File: config.mk
export PLATFORM = sky130hd
export DESIGN_NAME = length_framed_packet_receiver_flat
export DESIGN_NICKNAME = d
export VERILOG_FILES = /design/src/design/lfpr_pkg.sv /design/src/design/lfpr_if.sv /design/src/design/length_framed_packet_receiver.sv /design/src/design/lfpr_in_stage.sv /design/src/design/lfpr_frame_fsm.sv /design/src/design/lfpr_out_stage.sv /design/src/flat_wrapper.sv
export SDC_FILE = /design/constraint.sdc
export NUM_CORES = 1
export LEC_CHECK = 0
export ABC_CLOCK_PERIOD_IN_PS = 6100
export BUFFER_PORTS_ARGS = -buffer_cell sky130_fd_sc_hd__buf_2
export CORE_ASPECT_RATIO = 2
export CORE_MARGIN = 3
export CORE_UTILIZATION = 55
export CTS_CLUSTER_SIZE = 16
export DETAILED_ROUTE_END_ITERATION = 6
export MAX_ROUTING_LAYER = met4
export PLACE_DENSITY = 0.76
export SYNTH_ARGS = -nofsm -noshare
export SYNTH_HDL_FRONTEND = slang
export SYNTH_SLANG_ARGS = --single-unit
File: constraint.sdc
create_clock -name i_clk -period 6.1 [get_ports i_clk]
set_input_delay 1.83 -clock i_clk [delete_from_list [all_inputs] [get_ports i_clk]]
set_output_delay 1.83 -clock i_clk [all_outputs]
set_load 0.02 [all_outputs]
File: src/design/lfpr_pkg.sv
// ============================================================================
// lfpr_pkg
// Shared types and constants for the length-framed packet receiver.
// ============================================================================
`default_nettype none

package lfpr_pkg;

    // Largest body length plus one; the high length byte is limited to below MAX_BODY >> 8
    localparam int unsigned MAX_BODY     = 1024;
    localparam int unsigned LEN_HI_LIMIT = MAX_BODY >> 8;

    localparam logic [7:0]  HEADER_BYTE = 8'hF9;
    localparam logic [15:0] SEED        = 16'h5555;
    localparam logic [15:0] LOW_MASK    = 16'h00FF;
    localparam logic [7:0]  LEN_ADJ     = 8'd2;

    localparam int unsigned REM_W = 16;
    localparam int unsigned CNT_W = 10;

    typedef enum logic [1:0] {
        PH_HEADER = 2'd0,
        PH_LEN_HI = 2'd1,
        PH_LEN_LO = 2'd2,
        PH_BODY   = 2'd3
    } t_phase;

    typedef enum logic [1:0] {
        FS_NONE = 2'd0,
        FS_GOOD = 2'd1,
        FS_BAD  = 2'd2
    } t_frame_status;

    typedef struct packed {
        t_frame_status      frame_status;
        logic               body_valid;
        logic [7:0]         body_byte;
        logic [CNT_W-1:0]   body_index;
        logic [CNT_W-1:0]   body_count;
    } t_result;

endpackage

`default_nettype wire

File: src/design/lfpr_if.sv
// ============================================================================
// lfpr_rx_if / lfpr_res_if
// Valid/ready channels for received bytes and per-byte results.
// ============================================================================
`default_nettype none

interface lfpr_rx_if;
    logic       valid;
    logic       ready;
    logic [7:0] rx_byte;

    modport source (output valid, output rx_byte, input ready);
    modport sink   (input valid, input rx_byte, output ready);
endinterface

interface lfpr_res_if;
    logic       valid;
    logic       ready;
    logic [1:0] frame_status;
    logic       body_valid;
    logic [7:0] body_byte;
    logic [9:0] body_index;
    logic [9:0] body_count;

    modport source (output valid, output frame_status, output body_valid,
                    output body_byte, output body_index, output body_count,
                    input ready);
    modport sink   (input valid, input frame_status, input body_valid,
                    input body_byte, input body_index, input body_count,
                    output ready);
endinterface

`default_nettype wire

File: src/design/length_framed_packet_receiver.sv
// ============================================================================
// length_framed_packet_receiver
// Byte-wise receiver for 0xF9-headed, length-framed packets with XOR check.
// ============================================================================
// Accepts one received byte per clock, unless the output stalls, and returns
// exactly one result item per byte. A byte is held in the input register,
// parsed, and its result is registered in the output stage. The rate is one
// item per cycle while the output is not stalled, set by the update of the
// frame state (phase, remaining count, checksum, two-entry history, body
// count) in the parser stage. Body bytes come out with a descending index
// equal to the remaining count; a frame's last byte reports checksum good or bad.
`default_nettype none

module length_framed_packet_receiver (
    input  wire          i_clk,
    input  wire          i_rst_n,
    lfpr_rx_if.sink      i_rx,
    lfpr_res_if.source   o_res
);
    import lfpr_pkg::*;

    logic       in_valid;
    logic [7:0] in_byte;
    logic       take;
    logic       res_free;
    t_result    res;

    lfpr_in_stage u_in (
        .i_clk   (i_clk),
        .i_rst_n (i_rst_n),
        .i_rx    (i_rx),
        .i_take  (take),
        .o_valid (in_valid),
        .o_byte  (in_byte)
    );

    lfpr_frame_fsm u_fsm (
        .i_clk      (i_clk),
        .i_rst_n    (i_rst_n),
        .i_valid    (in_valid),
        .i_byte     (in_byte),
        .i_res_free (res_free),
        .o_take     (take),
        .o_res      (res)
    );

    lfpr_out_stage u_out (
        .i_clk   (i_clk),
        .i_rst_n (i_rst_n),
        .i_load  (take),
        .i_res   (res),
        .o_free  (res_free),
        .o_res   (o_res)
    );
endmodule

`default_nettype wire

File: src/design/lfpr_in_stage.sv
// ============================================================================
// lfpr_in_stage
// Input register for received bytes; refills in the cycle it drains.
// ============================================================================
`default_nettype none

module lfpr_in_stage (
    input  wire        i_clk,
    input  wire        i_rst_n,
    lfpr_rx_if.sink    i_rx,
    input  wire        i_take,
    output logic       o_valid,
    output logic [7:0] o_byte
);
    import lfpr_pkg::*;

    logic       r_valid;
    logic [7:0] r_byte;

    // free when empty or when the held item moves on this cycle
    assign i_rx.ready = !r_valid || i_take;

    always_ff @(posedge i_clk) begin
        if (!i_rst_n) begin
            r_valid <= 1'b0;
        end else if (i_rx.ready) begin
            r_valid <= i_rx.valid;
        end
    end

    always_ff @(posedge i_clk) begin
        if (i_rx.valid && i_rx.ready) begin
            r_byte <= i_rx.rx_byte;
        end
    end

    assign o_valid = r_valid;
    assign o_byte  = r_byte;
endmodule

`default_nettype wire

File: src/design/lfpr_frame_fsm.sv
// ============================================================================
// lfpr_frame_fsm
// Frame parser state and checksum: one byte per cycle while the result register is free, builds one result.
// ============================================================================
`default_nettype none

module lfpr_frame_fsm (
    input  wire                 i_clk,
    input  wire                 i_rst_n,
    input  wire                 i_valid,
    input  wire  [7:0]          i_byte,
    input  wire                 i_res_free,
    output logic                o_take,
    output lfpr_pkg::t_result   o_res
);
    import lfpr_pkg::*;

    t_phase             r_phase,   n_phase;
    logic [REM_W-1:0]   r_rem,     n_rem;
    logic [7:0]         r_chk,     n_chk;
    logic [7:0]         r_hist0,   n_hist0;
    logic [7:0]         r_hist1,   n_hist1;
    logic [CNT_W-1:0]   r_cnt,     n_cnt;

    assign o_take = i_valid && i_res_free;

    // state registers, updated once per byte
    always_ff @(posedge i_clk) begin
        if (!i_rst_n) begin
            r_phase <= PH_HEADER;
            r_rem   <= '0;
            r_chk   <= '0;
            r_hist0 <= '0;
            r_hist1 <= '0;
            r_cnt   <= '0;
        end else if (o_take) begin
            r_phase <= n_phase;
            r_rem   <= n_rem;
            r_chk   <= n_chk;
            r_hist0 <= n_hist0;
            r_hist1 <= n_hist1;
            r_cnt   <= n_cnt;
        end
    end

    // next state and result for the byte in the input register
    always_comb begin
        logic [REM_W-1:0] rem_dec;
        logic [REM_W-1:0] rem_lo;
        logic [7:0]       adj;
        logic [7:0]       hdr_cand;
        logic             hdr_test;
        logic             shift;

        rem_dec  = r_rem - REM_W'(1);
        adj      = i_byte - LEN_ADJ;
        rem_lo   = rem_dec + {8'h00, adj};
        hdr_cand = i_byte;
        hdr_test = 1'b0;
        shift    = 1'b1;

        n_phase = r_phase;
        n_rem   = rem_dec;
        n_chk   = r_chk ^ i_byte;
        n_cnt   = r_cnt;

        o_res.frame_status = FS_NONE;
        o_res.body_valid   = 1'b0;
        o_res.body_byte    = '0;
        o_res.body_index   = '0;

        case (r_phase)
            PH_HEADER: begin
                hdr_test = 1'b1;
            end
            PH_LEN_HI: begin
                if (i_byte >= 8'(LEN_HI_LIMIT)) begin
                    n_phase  = PH_HEADER;
                    n_rem    = '0;
                    hdr_test = 1'b1;
                end else begin
                    n_rem   = {i_byte, 8'h00};
                    n_phase = PH_LEN_LO;
                end
            end
            PH_LEN_LO: begin
                if (rem_lo >= REM_W'(MAX_BODY)) begin
                    // oversize length: abort, adjusted byte may start a frame
                    n_phase  = PH_HEADER;
                    n_rem    = '0;
                    hdr_cand = adj;
                    hdr_test = 1'b1;
                end else begin
                    n_rem   = rem_lo;
                    n_phase = PH_BODY;
                end
            end
            PH_BODY: begin
                if (rem_dec != '0) begin
                    if (rem_dec < REM_W'(MAX_BODY)) begin
                        o_res.body_valid = 1'b1;
                        o_res.body_byte  = i_byte;
                        o_res.body_index = rem_dec[CNT_W-1:0];
                        n_cnt            = r_cnt + CNT_W'(1);
                    end else begin
                        // count wrapped past zero: abort
                        n_phase  = PH_HEADER;
                        n_rem    = '0;
                        hdr_test = 1'b1;
                    end
                end else begin
                    // last byte: compare against the older history entry
                    n_phase            = PH_HEADER;
                    shift              = 1'b0;
                    o_res.frame_status = (i_byte == r_hist1) ? FS_GOOD : FS_BAD;
                end
            end
            default: begin
                n_phase = PH_HEADER;
            end
        endcase

        // header match reseeds the checksum and restarts the body count
        if (hdr_test && (hdr_cand == HEADER_BYTE)) begin
            n_phase = PH_LEN_HI;
            n_chk   = 8'((SEED ^ {8'h00, hdr_cand}) & LOW_MASK);
            n_cnt   = '0;
        end

        if (shift) begin
            n_hist1 = r_hist0;
            n_hist0 = n_chk;
        end else begin
            n_hist1 = r_hist1;
            n_hist0 = r_hist0;
        end

        o_res.body_count = n_cnt;
    end
endmodule

`default_nettype wire

File: src/design/lfpr_out_stage.sv
// ============================================================================
// lfpr_out_stage
// Result register; takes a new result while the held one is being taken.
// ============================================================================
`default_nettype none

module lfpr_out_stage (
    input  wire                 i_clk,
    input  wire                 i_rst_n,
    input  wire                 i_load,
    input  lfpr_pkg::t_result   i_res,
    output logic                o_free,
    lfpr_res_if.source          o_res
);
    import lfpr_pkg::*;

    logic    r_valid;
    t_result r_res;

    assign o_free = !r_valid || o_res.ready;

    always_ff @(posedge i_clk) begin
        if (!i_rst_n) begin
            r_valid <= 1'b0;
        end else if (i_load) begin
            r_valid <= 1'b1;
        end else if (o_res.ready) begin
            r_valid <= 1'b0;
        end
    end

    always_ff @(posedge i_clk) begin
        if (i_load) begin
            r_res <= i_res;
        end
    end

    assign o_res.valid        = r_valid;
    assign o_res.frame_status = r_res.frame_status;
    assign o_res.body_valid   = r_res.body_valid;
    assign o_res.body_byte    = r_res.body_byte;
    assign o_res.body_index   = r_res.body_index;
    assign o_res.body_count   = r_res.body_count;
endmodule

`default_nettype wire

File: src/flat_wrapper.sv
// flat-port wrapper written by rule: the top's interface ports become plain ports
module length_framed_packet_receiver_flat import lfpr_pkg::*;
  (i_clk, i_rst_n, i_rx_valid, i_rx_rx_byte, i_rx_ready, o_res_valid, o_res_frame_status, o_res_body_valid, o_res_body_byte, o_res_body_index, o_res_body_count, o_res_ready);
  lfpr_rx_if i_rx_i ();
  lfpr_res_if o_res_i ();
  input  wire i_clk;
  input  wire i_rst_n;
  input wire logic [$bits(i_rx_i.valid)-1:0] i_rx_valid;
  input wire logic [$bits(i_rx_i.rx_byte)-1:0] i_rx_rx_byte;
  output wire logic [$bits(i_rx_i.ready)-1:0] i_rx_ready;
  output wire logic [$bits(o_res_i.valid)-1:0] o_res_valid;
  output wire logic [$bits(o_res_i.frame_status)-1:0] o_res_frame_status;
  output wire logic [$bits(o_res_i.body_valid)-1:0] o_res_body_valid;
  output wire logic [$bits(o_res_i.body_byte)-1:0] o_res_body_byte;
  output wire logic [$bits(o_res_i.body_index)-1:0] o_res_body_index;
  output wire logic [$bits(o_res_i.body_count)-1:0] o_res_body_count;
  input wire logic [$bits(o_res_i.ready)-1:0] o_res_ready;
  assign i_rx_i.valid = i_rx_valid;
  assign i_rx_i.rx_byte = i_rx_rx_byte;
  assign i_rx_ready = i_rx_i.ready;
  assign o_res_valid = o_res_i.valid;
  assign o_res_frame_status = o_res_i.frame_status;
  assign o_res_body_valid = o_res_i.body_valid;
  assign o_res_body_byte = o_res_i.body_byte;
  assign o_res_body_index = o_res_i.body_index;
  assign o_res_body_count = o_res_i.body_count;
  assign o_res_i.ready = o_res_ready;
  length_framed_packet_receiver u_core (.i_clk(i_clk), .i_rst_n(i_rst_n), .i_rx(i_rx_i), .o_res(o_res_i));
endmodule
==> impl_metrics.json, run 1 <==
{
  "outcome": "complete, no violations",
  "fin_setup_tns_ns": 0,
  "cts_tree": "yes",
  "clock_path_buffers": 2,
  "fin_worst_skew_ns": 0.00931,
  "dp_slack_ns": 1.20,
  "grt_usage_pct": 25.6,
  "num_rows": 49,
  "cts.repair.resized": 0,
  "drive_gt1_share_pct": 14.2,
  "grt-ovfl-total": 0,
  "async_flop_share_pct": 0,
  "fill_cells": 793,
  "cts_hold_buf": 0,
  "rsz0062_at_grt": "no",
  "synth.most_common_cell": "nor2_1",
  "antenna-diode-count": 0,
  "synth.area.top_cells": "edfxtp_1, dfxtp_1, xor2_1",
  "start_util_pct": 57.0,
  "power_leakage_nw": 2.22,
  "ir_worst_vdd_uv": 196,
  "maxCapViolCount": 0,
  "end_kind": "flop",
  "critical_path_peak_fanout": 27,
  "place_area_um2": 5450,
  "post_synth_num_cell_types": 70,
  "vias_per_cell": 6.16,
  "cp-startpoint": "u_core.u_fsm.r_rem[0]",
  "p_per_area_nw_per_um2": 285,
  "fp.dieH_um": 144,
  "drc": 0,
  "die-area_um2": 10700,
  "drt.antenna.violating_nets": 0,
  "root_buffer": "clkbuf_16",
  "synthCells": 579,
  "grt_pass1_vias": 4238,
  "insertion_delay_ns": 0.36,
  "worst_slack_ns": 1.14,
  "crit_required_ns": 6.33,
  "synth_common_cells": "nor2_1, dfxtp_1, nand2_1",
  "r2r_start": "u_core.u_fsm.r_rem[0]",
  "syn_to_final_growth_pct": 10.4,
  "hpwl_um": 9050,
  "finalNetCount": 633,
  "ios": 45,
  "syn_area_per_cell_um2": 9.00,
  "clkTransAtPathRegs_ns": 0.07,
  "hold_path_class": "flop to flop",
  "reg2reg_setup_slack_ns": 1.14,
  "final_hold_viol_count": 0,
  "synth_edf_count": 39,
  "crit_type": "flop to flop",
  "max_clock_freq_ghz": 0.202,
  "layout.cells.non_filler": 713,
  "muxShareOfSynthArea_pct": 0.817,
  "relSlewSlack_pct": 39.9,
  "setup_violations": 0,
  "r2r_cells": 16,
  "period_share_pct": 81.3,
  "ys_seq_area_share_pct": 43.2,
  "post_cts.repair.setup_buffers": 0,
  "synth_compound_area_share_pct": 14.4,
  "synth-seq-cells": 93,
  "drt_iter0_drc": 227,
  "cts_sinks": 93,
  "cts_buffers": 9,
  "synth_simple_gate_area_share_pct": 23.2,
  "slew_viol_final": 0,
  "final_cell_area_um2": 5750,
  "synth_top_family_by_area": "simple AND/OR/NAND/NOR gates",
  "setup.worst_path.end": "u_core.u_fsm.r_cnt[0]",
  "netlist_area_um2": 5210,
  "fin_crit_ns": 4.96,
  "crit_arrival_ns": 5.19,
  "cts.htree.levels": 3,
  "io_buffers": 44,
  "max_slew.worst_pin.slew_ns": 0.898,
  "syn_nets": 606,
  "die_width_um": 74.8,
  "core_um2": 9140,
  "vias": 4394,
  "routed_wl_um": 12700,
  "ys.flop_type": "dfxtp_1",
  "antenna_found_initial": 0,
  "yosys.area.top_type": "edfxtp_1",
  "whs_ns": 0.454,
  "gp_congestion": 0.958,
  "synth_xor_xnor_area_share_pct": 10.1,
  "synth_top_area_share_pct": 22.5,
  "post-place-cells": 697,
  "grt_pass1_wl_um": 20300,
  "routedWlPerCell_um": 17.8,
  "r2r-end": "u_core.u_fsm.r_cnt[0]",
  "ys_warn_count": 0,
  "crit_path_start_kind": "flop",
  "firstDrtPassIters": 5,
  "grt_max_degree": 32,
  "synth_fa_ha_area_share_pct": 4.37
}
-- layout make-up --
class	instances	area (µm²)	area share [%]
Inverter	21	78.8	1.37
Timing Repair Buffer	47	243	4.22
Clock inverter	7	73.8	1.28
Clock buffer	9	225	3.92
Sequential cell	93	2250	39.2
Tap cell	102	128	2.22
Multi-Input combinational cell	434	2750	47.8
-- worst max-delay path: stages (launching register included) --
cell and delay (ns):
dfxtp_1 0.46, inv_1 0.14, ha_1 0.32, xnor2_1 0.33, inv_1 0.08, ha_1 0.34, a21oi_1 0.24, nand3_1 0.13
a2111o_1 0.42, a41o_1 0.27, maj3_2 0.34, a32o_1 0.23, a41o_1 0.28, a2111oi_2 0.40, a211o_4 0.36, a21o_1 0.38
nor2_1 0.10
-- where the power goes --
part / internal (mW) / switching, mW
clock: 0.291 / 0.267
combinational: 0.145 / 0.230
sequential: 0.675 / 0.0340
-- layer usage --
metal  GRT usage [%]  vias up  wire length, µm
met5               -        -                0
met2            44.1      152             6740
met4            14.0        0              583
li1                -     2100                -
met3            3.57       51              468
met1            27.4     2091             4890
-- state kept, by name (all words and copies together) (netlist names), 2 cells and up --
name / cells
u_core.u_out.o_res.body_count: 10
u_core.u_out.o_res.body_byte: 8
u_core.u_out.o_res.body_index: 10
u_core.u_fsm.r_hist0: 8
u_core.u_fsm.r_hist1: 8
u_core.u_fsm.r_rem: 16
u_core.u_out.o_res.frame_status: 2
u_core.u_fsm.r_cnt: 10
u_core.u_fsm.r_phase: 2
u_core.u_in.o_byte: 8
u_core.u_fsm.r_chk: 8
-- how the worst min path moves through the flow --
stage / slack [ns] / depth (start not counted) / endpoint / from
after floorplan: 0.43 / 2 / u_core.u_fsm.r_hist1[0] / u_core.u_fsm.r_hist0[0]
after global placement: 0.43 / 2 / u_core.u_fsm.r_hist1[3] / u_core.u_fsm.r_hist0[3]
after detailed placement: 0.44 / 2 / u_core.u_fsm.r_hist1[3] / u_core.u_fsm.r_hist0[3]
after CTS: 0.45 / 2 / u_core.u_fsm.r_hist1[1] / u_core.u_fsm.r_hist0[1]
after global routing: 0.47 / 2 / u_core.u_fsm.r_hist1[2] / u_core.u_fsm.r_hist0[2]
final: 0.45 / 2 / u_core.u_fsm.r_hist1[3] / u_core.u_fsm.r_hist0[3]
-- layout by cell type (no fill, tap or decap), types with 8 or more instances in the layout --
cell type / Yosys / final
edfxtp_1: 39 / 39
xor2_1: 34 / 34
clkbuf_16: 0 / 9
nor2_1: 72 / 72
buf_2: 5 / 44
nand2b_1: 8 / 8
ha_1: 14 / 14
inv_1: 19 / 18
nand4_1: 9 / 9
xnor2_1: 26 / 26
o21ai_0: 27 / 27
nor3_1: 13 / 13
and2_1: 14 / 14
a21oi_1: 31 / 31
nand2_1: 54 / 54
dfxtp_1: 54 / 54
nand3_1: 20 / 20
-- through the flow --
| stage | power [mW] | utilization (%) |
|---|---|---|
| after floorplan | 0.996 | - |
| after global routing | 1.71 | 63.0 |
| final | 1.64 | 63.0 |
| after global placement | 1.08 | 59.7 |
| after CTS | 1.64 | 63.0 |
| after detailed placement | 1.09 | 59.7 |
-- kinds of logic (layout without fill, tap and decap cells) --
logic type | count (synthesis) | count (layout)
adders and majority gates | 18 | 18
and+or+nand+nor | 239 | 239
xor gates and xnor gates | 60 | 60
muxes | 4 | 4
AOI/OAI and AO/OA | 113 | 113
buffers and inverters | 52 | 84
DFF | 93 | 93
No activity file was read; power rests on OpenSTA's default activity.
==> run 2, diff against run 1 <==
ABC_CLOCK_PERIOD_IN_PS = 5200   (was 6100)
clock period = 5.2 ns   (was 6.1 ns; I/O delays follow)
==> impl_metrics.json, run 2 (synthesis gave the netlist of run 1 again) <==
{
  "routed_wl_um": 13000,
  "syn_to_final_growth_pct": 11.8,
  "io_buffers": 44,
  "layout_commonest_cell": "nor2_1",
  "crit_arrival_ns": 5.12,
  "rsz0062_at_grt": "no",
  "grt_pass1_vias": 4329,
  "max_slew.worst_pin.slew_ns": 0.885,
  "maxCapViolCount": 0,
  "grt_pass1_wl_um": 20500,
  "crit_required_ns": 5.44,
  "cts_sinks": 93,
  "cts_buffers": 9,
  "vias": 4440,
  "grt-ovfl-total": 0,
  "slew_viol_final": 0,
  "cts.repair.resized": 0,
  "die_width_um": 74.8,
  "finalNetCount": 637,
  "fin_crit_ns": 4.88,
  "post_cts.repair.setup_buffers": 0,
  "crit_type": "flop to flop",
  "core_um2": 9140,
  "ir_worst_vdd_uv": 189,
  "max_clock_freq_ghz": 0.205,
  "post-place-cells": 700,
  "grt_max_degree": 32,
  "antenna-diode-count": 0,
  "final_hold_viol_count": 0,
  "power_leakage_nw": 2.24,
  "clock_path_buffers": 2,
  "final_cell_mix": "nor2_1, nand2_1, dfxtp_1",
  "fin_worst_skew_ns": 0.0103,
  "end_kind": "flop",
  "vias_per_cell": 6.19,
  "cts_hold_buf": 0,
  "ios": 45,
  "hpwl_um": 9150,
  "die-area_um2": 10700,
  "critical_path_peak_fanout": 14,
  "insertion_delay_ns": 0.36,
  "cts_tree": "yes",
  "setup_violations": 0,
  "power.total_mw": 1.97,
  "drive_gt1_share_pct": 15.1,
  "antenna_found_initial": 0,
  "routedWlPerCell_um": 18.2,
  "layout.cells.non_filler": 717,
  "grt_usage_pct": 26.0,
  "hold_path_class": "flop to flop",
  "top_register": "u_core.u_fsm.r_rem",
  "largest_register_ff_count": 16,
  "root_buffer": "clkbuf_16",
  "fin_util_pct": 63.7,
  "drc": 0,
  "gp_congestion": 0.908,
  "drt.antenna.violating_nets": 0,
  "fin_setup_tns_ns": 0,
  "firstDrtPassIters": 5,
  "num_rows": 49,
  "drt_iter0_drc": 347,
  "cts.htree.levels": 3,
  "period_share_pct": 93.9,
  "relSlewSlack_pct": 40.8,
  "fp.dieH_um": 144,
  "clkTransAtPathRegs_ns": 0.07,
  "crit_path_start_kind": "flop",
  "start_util_pct": 57.0,
  "p_per_area_nw_per_um2": 338,
  "outcome": "complete, no violations"
}
run 2: stage by stage:
stage	hold WS [ns]	area [µm²]	setup WS [ns]
3_3_place_gp	0.434	5480	0.501
2_1_floorplan	0.429	5210	0.754
6_report	0.452	5820	0.318
3_5_place_dp	0.444	5480	0.309
5_1_grt	0.482	5820	0.0157
4_1_cts	0.455	5790	0.282
run 2: worst max-delay path, stage by stage (launching register included):
cell,delay (ns)
dfxtp_1,0.47
inv_1,0.14
ha_1,0.32
xnor2_1,0.35
inv_1,0.08
ha_1,0.35
a21oi_1,0.25
nand3_1,0.12
a2111o_1,0.42
a41o_1,0.26
maj3_2,0.33
a32o_1,0.23
a41o_1,0.31
a2111oi_4,0.44
a211o_4,0.29
nor2_1,0.10
a311oi_1,0.29
run 2: layout make-up:
| cell class | count | area (µm²) |
|---|---|---|
| multi-input combinational | 435 | 2780 |
| inverter | 21 | 78.8 |
| clock buffer | 9 | 225 |
| tap | 102 | 128 |
| fill | 769 | 3310 |
| clock inverter | 7 | 93.8 |
| sequential | 93 | 2250 |
| timing repair buffer | 50 | 265 |
run 2: worst paths after layout:
kind | from | slack, ns | depth (start not counted) | end
setup / recovery | u_core.u_fsm.r_rem[0] | 0.32 | 16 | u_core.u_fsm.r_chk[7]
hold / removal | u_core.u_fsm.r_hist0[3] | 0.45 | 2 | u_core.u_fsm.r_hist1[3]
setup reg to reg | u_core.u_fsm.r_rem[0] | 0.32 | 16 | u_core.u_fsm.r_chk[7]
hold reg to reg | u_core.u_fsm.r_hist0[3] | 0.45 | 2 | u_core.u_fsm.r_hist1[3]
run 2: metal layers:
layer | share of wire, % | routed length, µm | up-vias | track usage [%]
met5 | 0 | 0 | - | -
met4 | 5.8 | 758 | 0 | 16.1
met3 | 4.3 | 559 | 49 | 4.27
met2 | 53 | 6930 | 153 | 44.9
met1 | 37 | 4790 | 2122 | 26.2
li1 | - | - | 2116 | -
run 2: power breakdown:
group	switching [mW]	internal (mW)
clock	0.301	0.385
combinational	0.278	0.172
sequential	0.0386	0.792
==> run 3, diff against run 2 <==
SYNTH_HIERARCHICAL = 1   (was default)
==> impl_metrics.json, run 3 <==
{
  "hpwl_um": 9390,
  "end_kind": "flop",
  "grt_usage_pct": 24.3,
  "routedWlPerCell_um": 17.3,
  "clock_path_buffers": 2,
  "place_area_um2": 5650,
  "fin_worst_skew_ns": 0.00782,
  "period_share_pct": 92.7,
  "ir_worst_vdd_uv": 249,
  "fp.dieH_um": 146,
  "synth-seq-cells": 93,
  "ys.flop_type": "dfxtp_1",
  "yosys.area.top_type": "edfxtp_1",
  "grt_pass1_wl_um": 21100,
  "synthCells": 600,
  "power_leakage_nw": 2.25,
  "antenna_found_initial": 0,
  "slowest_stage": "dfxtp_1",
  "clkTransAtPathRegs_ns": 0.06,
  "firstDrtPassIters": 5,
  "relSlewSlack_pct": 51.9,
  "synth_xor_xnor_area_share_pct": 10.3,
  "setup_violations": 0,
  "crit_type": "flop to flop",
  "cts_tree": "yes",
  "cts.repair.resized": 0,
  "hold_path_class": "flop to flop",
  "max_clock_freq_ghz": 0.208,
  "critical_path_peak_fanout": 13,
  "crit_chain": "inv_1, ha_1, nor3b_1, xnor2_1, inv_1, ha_1, inv_1, o311ai_0, o211ai_1, o211a_1, or3_1, a21oi_2, o221ai_2, a21oi_2, nor2_2, a32o_1",
  "antenna-diode-count": 0,
  "drt_iter0_drc": 323,
  "core_um2": 9450,
  "post_cts.repair.setup_buffers": 0,
  "synth_simple_gate_area_share_pct": 21.1,
  "ios": 45,
  "root_buffer": "clkbuf_16",
  "ys_warn_count": 6,
  "netlist_area_um2": 5380,
  "layout_commonest_cell": "nor2_1",
  "gp_congestion": 0.991,
  "routed_wl_um": 13100,
  "finalNetCount": 649,
  "grt_max_degree": 61,
  "outcome": "complete, no violations",
  "syn_nets": 625,
  "cts_hold_buf": 0,
  "synth_compound_area_share_pct": 17.4,
  "muxShareOfSynthArea_pct": 0.558,
  "final_cell_area_um2": 5920,
  "start_util_pct": 57.0,
  "synth_common_cells": "nor2_1, dfxtp_1, xnor2_1",
  "async_flop_share_pct": 0,
  "crit_path_start_kind": "flop",
  "cts_buffers": 9,
  "final_hold_viol_count": 0,
  "io_buffers": 44,
  "cts.htree.levels": 3,
  "syn_area_per_cell_um2": 8.97,
  "syn_to_final_growth_pct": 10.1,
  "synth_top_family_by_area": "simple AND/OR/NAND/NOR gates",
  "critical_path.most_common_cell": "inv_1",
  "drive_gt1_share_pct": 14.8,
  "synth_edf_count": 39,
  "p_per_area_nw_per_um2": 330,
  "cts_sinks": 93,
  "final_cell_mix": "nor2_1, dfxtp_1, xnor2_1",
  "synth.area.top_cells": "edfxtp_1, dfxtp_1, xnor2_1",
  "fin_crit_ns": 4.82,
  "vias": 4599,
  "die_width_um": 75.9,
  "synth_top_area_share_pct": 21.8,
  "fin_setup_tns_ns": 0,
  "max_stage_delay_ns": 0.56,
  "vias_per_cell": 6.06,
  "ys_seq_area_share_pct": 41.9,
  "die-area_um2": 11100,
  "drc": 0,
  "top_register": "u_core/u_fsm/r_rem",
  "slew_viol_final": 0,
  "crit_arrival_ns": 5.05,
  "grt_pass1_vias": 4362,
  "synth_fa_ha_area_share_pct": 3.37,
  "largest_register_ff_count": 16,
  "drt.antenna.violating_nets": 0,
  "maxCapViolCount": 0,
  "grt-ovfl-total": 0,
  "rsz0062_at_grt": "no",
  "crit_required_ns": 5.43,
  "insertion_delay_ns": 0.34,
  "max_slew.worst_pin.slew_ns": 0.721,
  "synth.most_common_cell": "nor2_1",
  "num_rows": 50,
  "post_synth_num_cell_types": 72
}
[run 3: layer usage]
metal	track usage, %	routed length (µm)	vias up
li1	-	-	2203
met1	25.7	5060	2168
met2	42.3	6840	180
met3	3.66	638	48
met4	14.2	577	0
met5	-	0	-
[run 3: cell families after synthesis]
group,count (synthesis)
adders and majority gates,14
and+or+nand+nor,222
xor gates and xnor gates,62
DFF,93
muxes,3
buffers and inverters,68
AOI/OAI and AO/OA,138
[run 3: final timing paths]
check	start	endpoint	slack, ns	cells after the start
hold reg to reg	u_core/u_fsm/r_hist0[5]	u_core/u_fsm/r_hist1[5]	0.46	2
setup / recovery	u_core/u_fsm/r_rem[0]	u_core/u_fsm/r_hist0[1]	0.38	16
hold / removal	u_core/u_fsm/r_hist0[5]	u_core/u_fsm/r_hist1[5]	0.46	2
setup reg to reg	u_core/u_fsm/r_rem[0]	u_core/u_fsm/r_hist0[1]	0.38	16
[run 3: report_power, final]
group | internal, mW | switching [mW]
clock network | 0.327 | 0.271
registers | 0.801 | 0.0438
logic | 0.199 | 0.310
total | 1.33 | 0.625
[run 3: critical path: cells and delay by family (launching register included)]
family / cells / cell delay (ns)
xor+xnor: 1 / 0.34
buf+inv: 3 / 0.32
simple gates: 3 / 0.74
compound gates: 7 / 2.15
flops: 1 / 0.56
fa+ha+maj: 2 / 0.58
[run 3: cell type report]
class | instances | area [µm²]
clock buffers | 10 | 229
well taps | 130 | 163
repair buffers | 53 | 288
fillers | 802 | 3520
inverters | 28 | 105
multi-input cells | 439 | 2840
flip-flops and latches | 93 | 2250
clock inverters | 6 | 45.0
[run 3: per-stage QoR]
| stage | instances | setup WS [ns] | utilization, % | hold slack, ns | power (mW) |
|---|---|---|---|---|---|
| after CTS | 759 | 0.438 | 62.7 | 0.455 | 1.96 |
| after global placement | 743 | 0.647 | 59.8 | 0.441 | 1.34 |
| final | 759 | 0.381 | 62.7 | 0.455 | 1.95 |
| after global routing | 759 | 0.0749 | 62.7 | 0.468 | 2.04 |
| after detailed placement | 743 | 0.455 | 59.8 | 0.450 | 1.36 |
| after floorplan | 600 | 0.0747 | - | 0.429 | 1.24 |
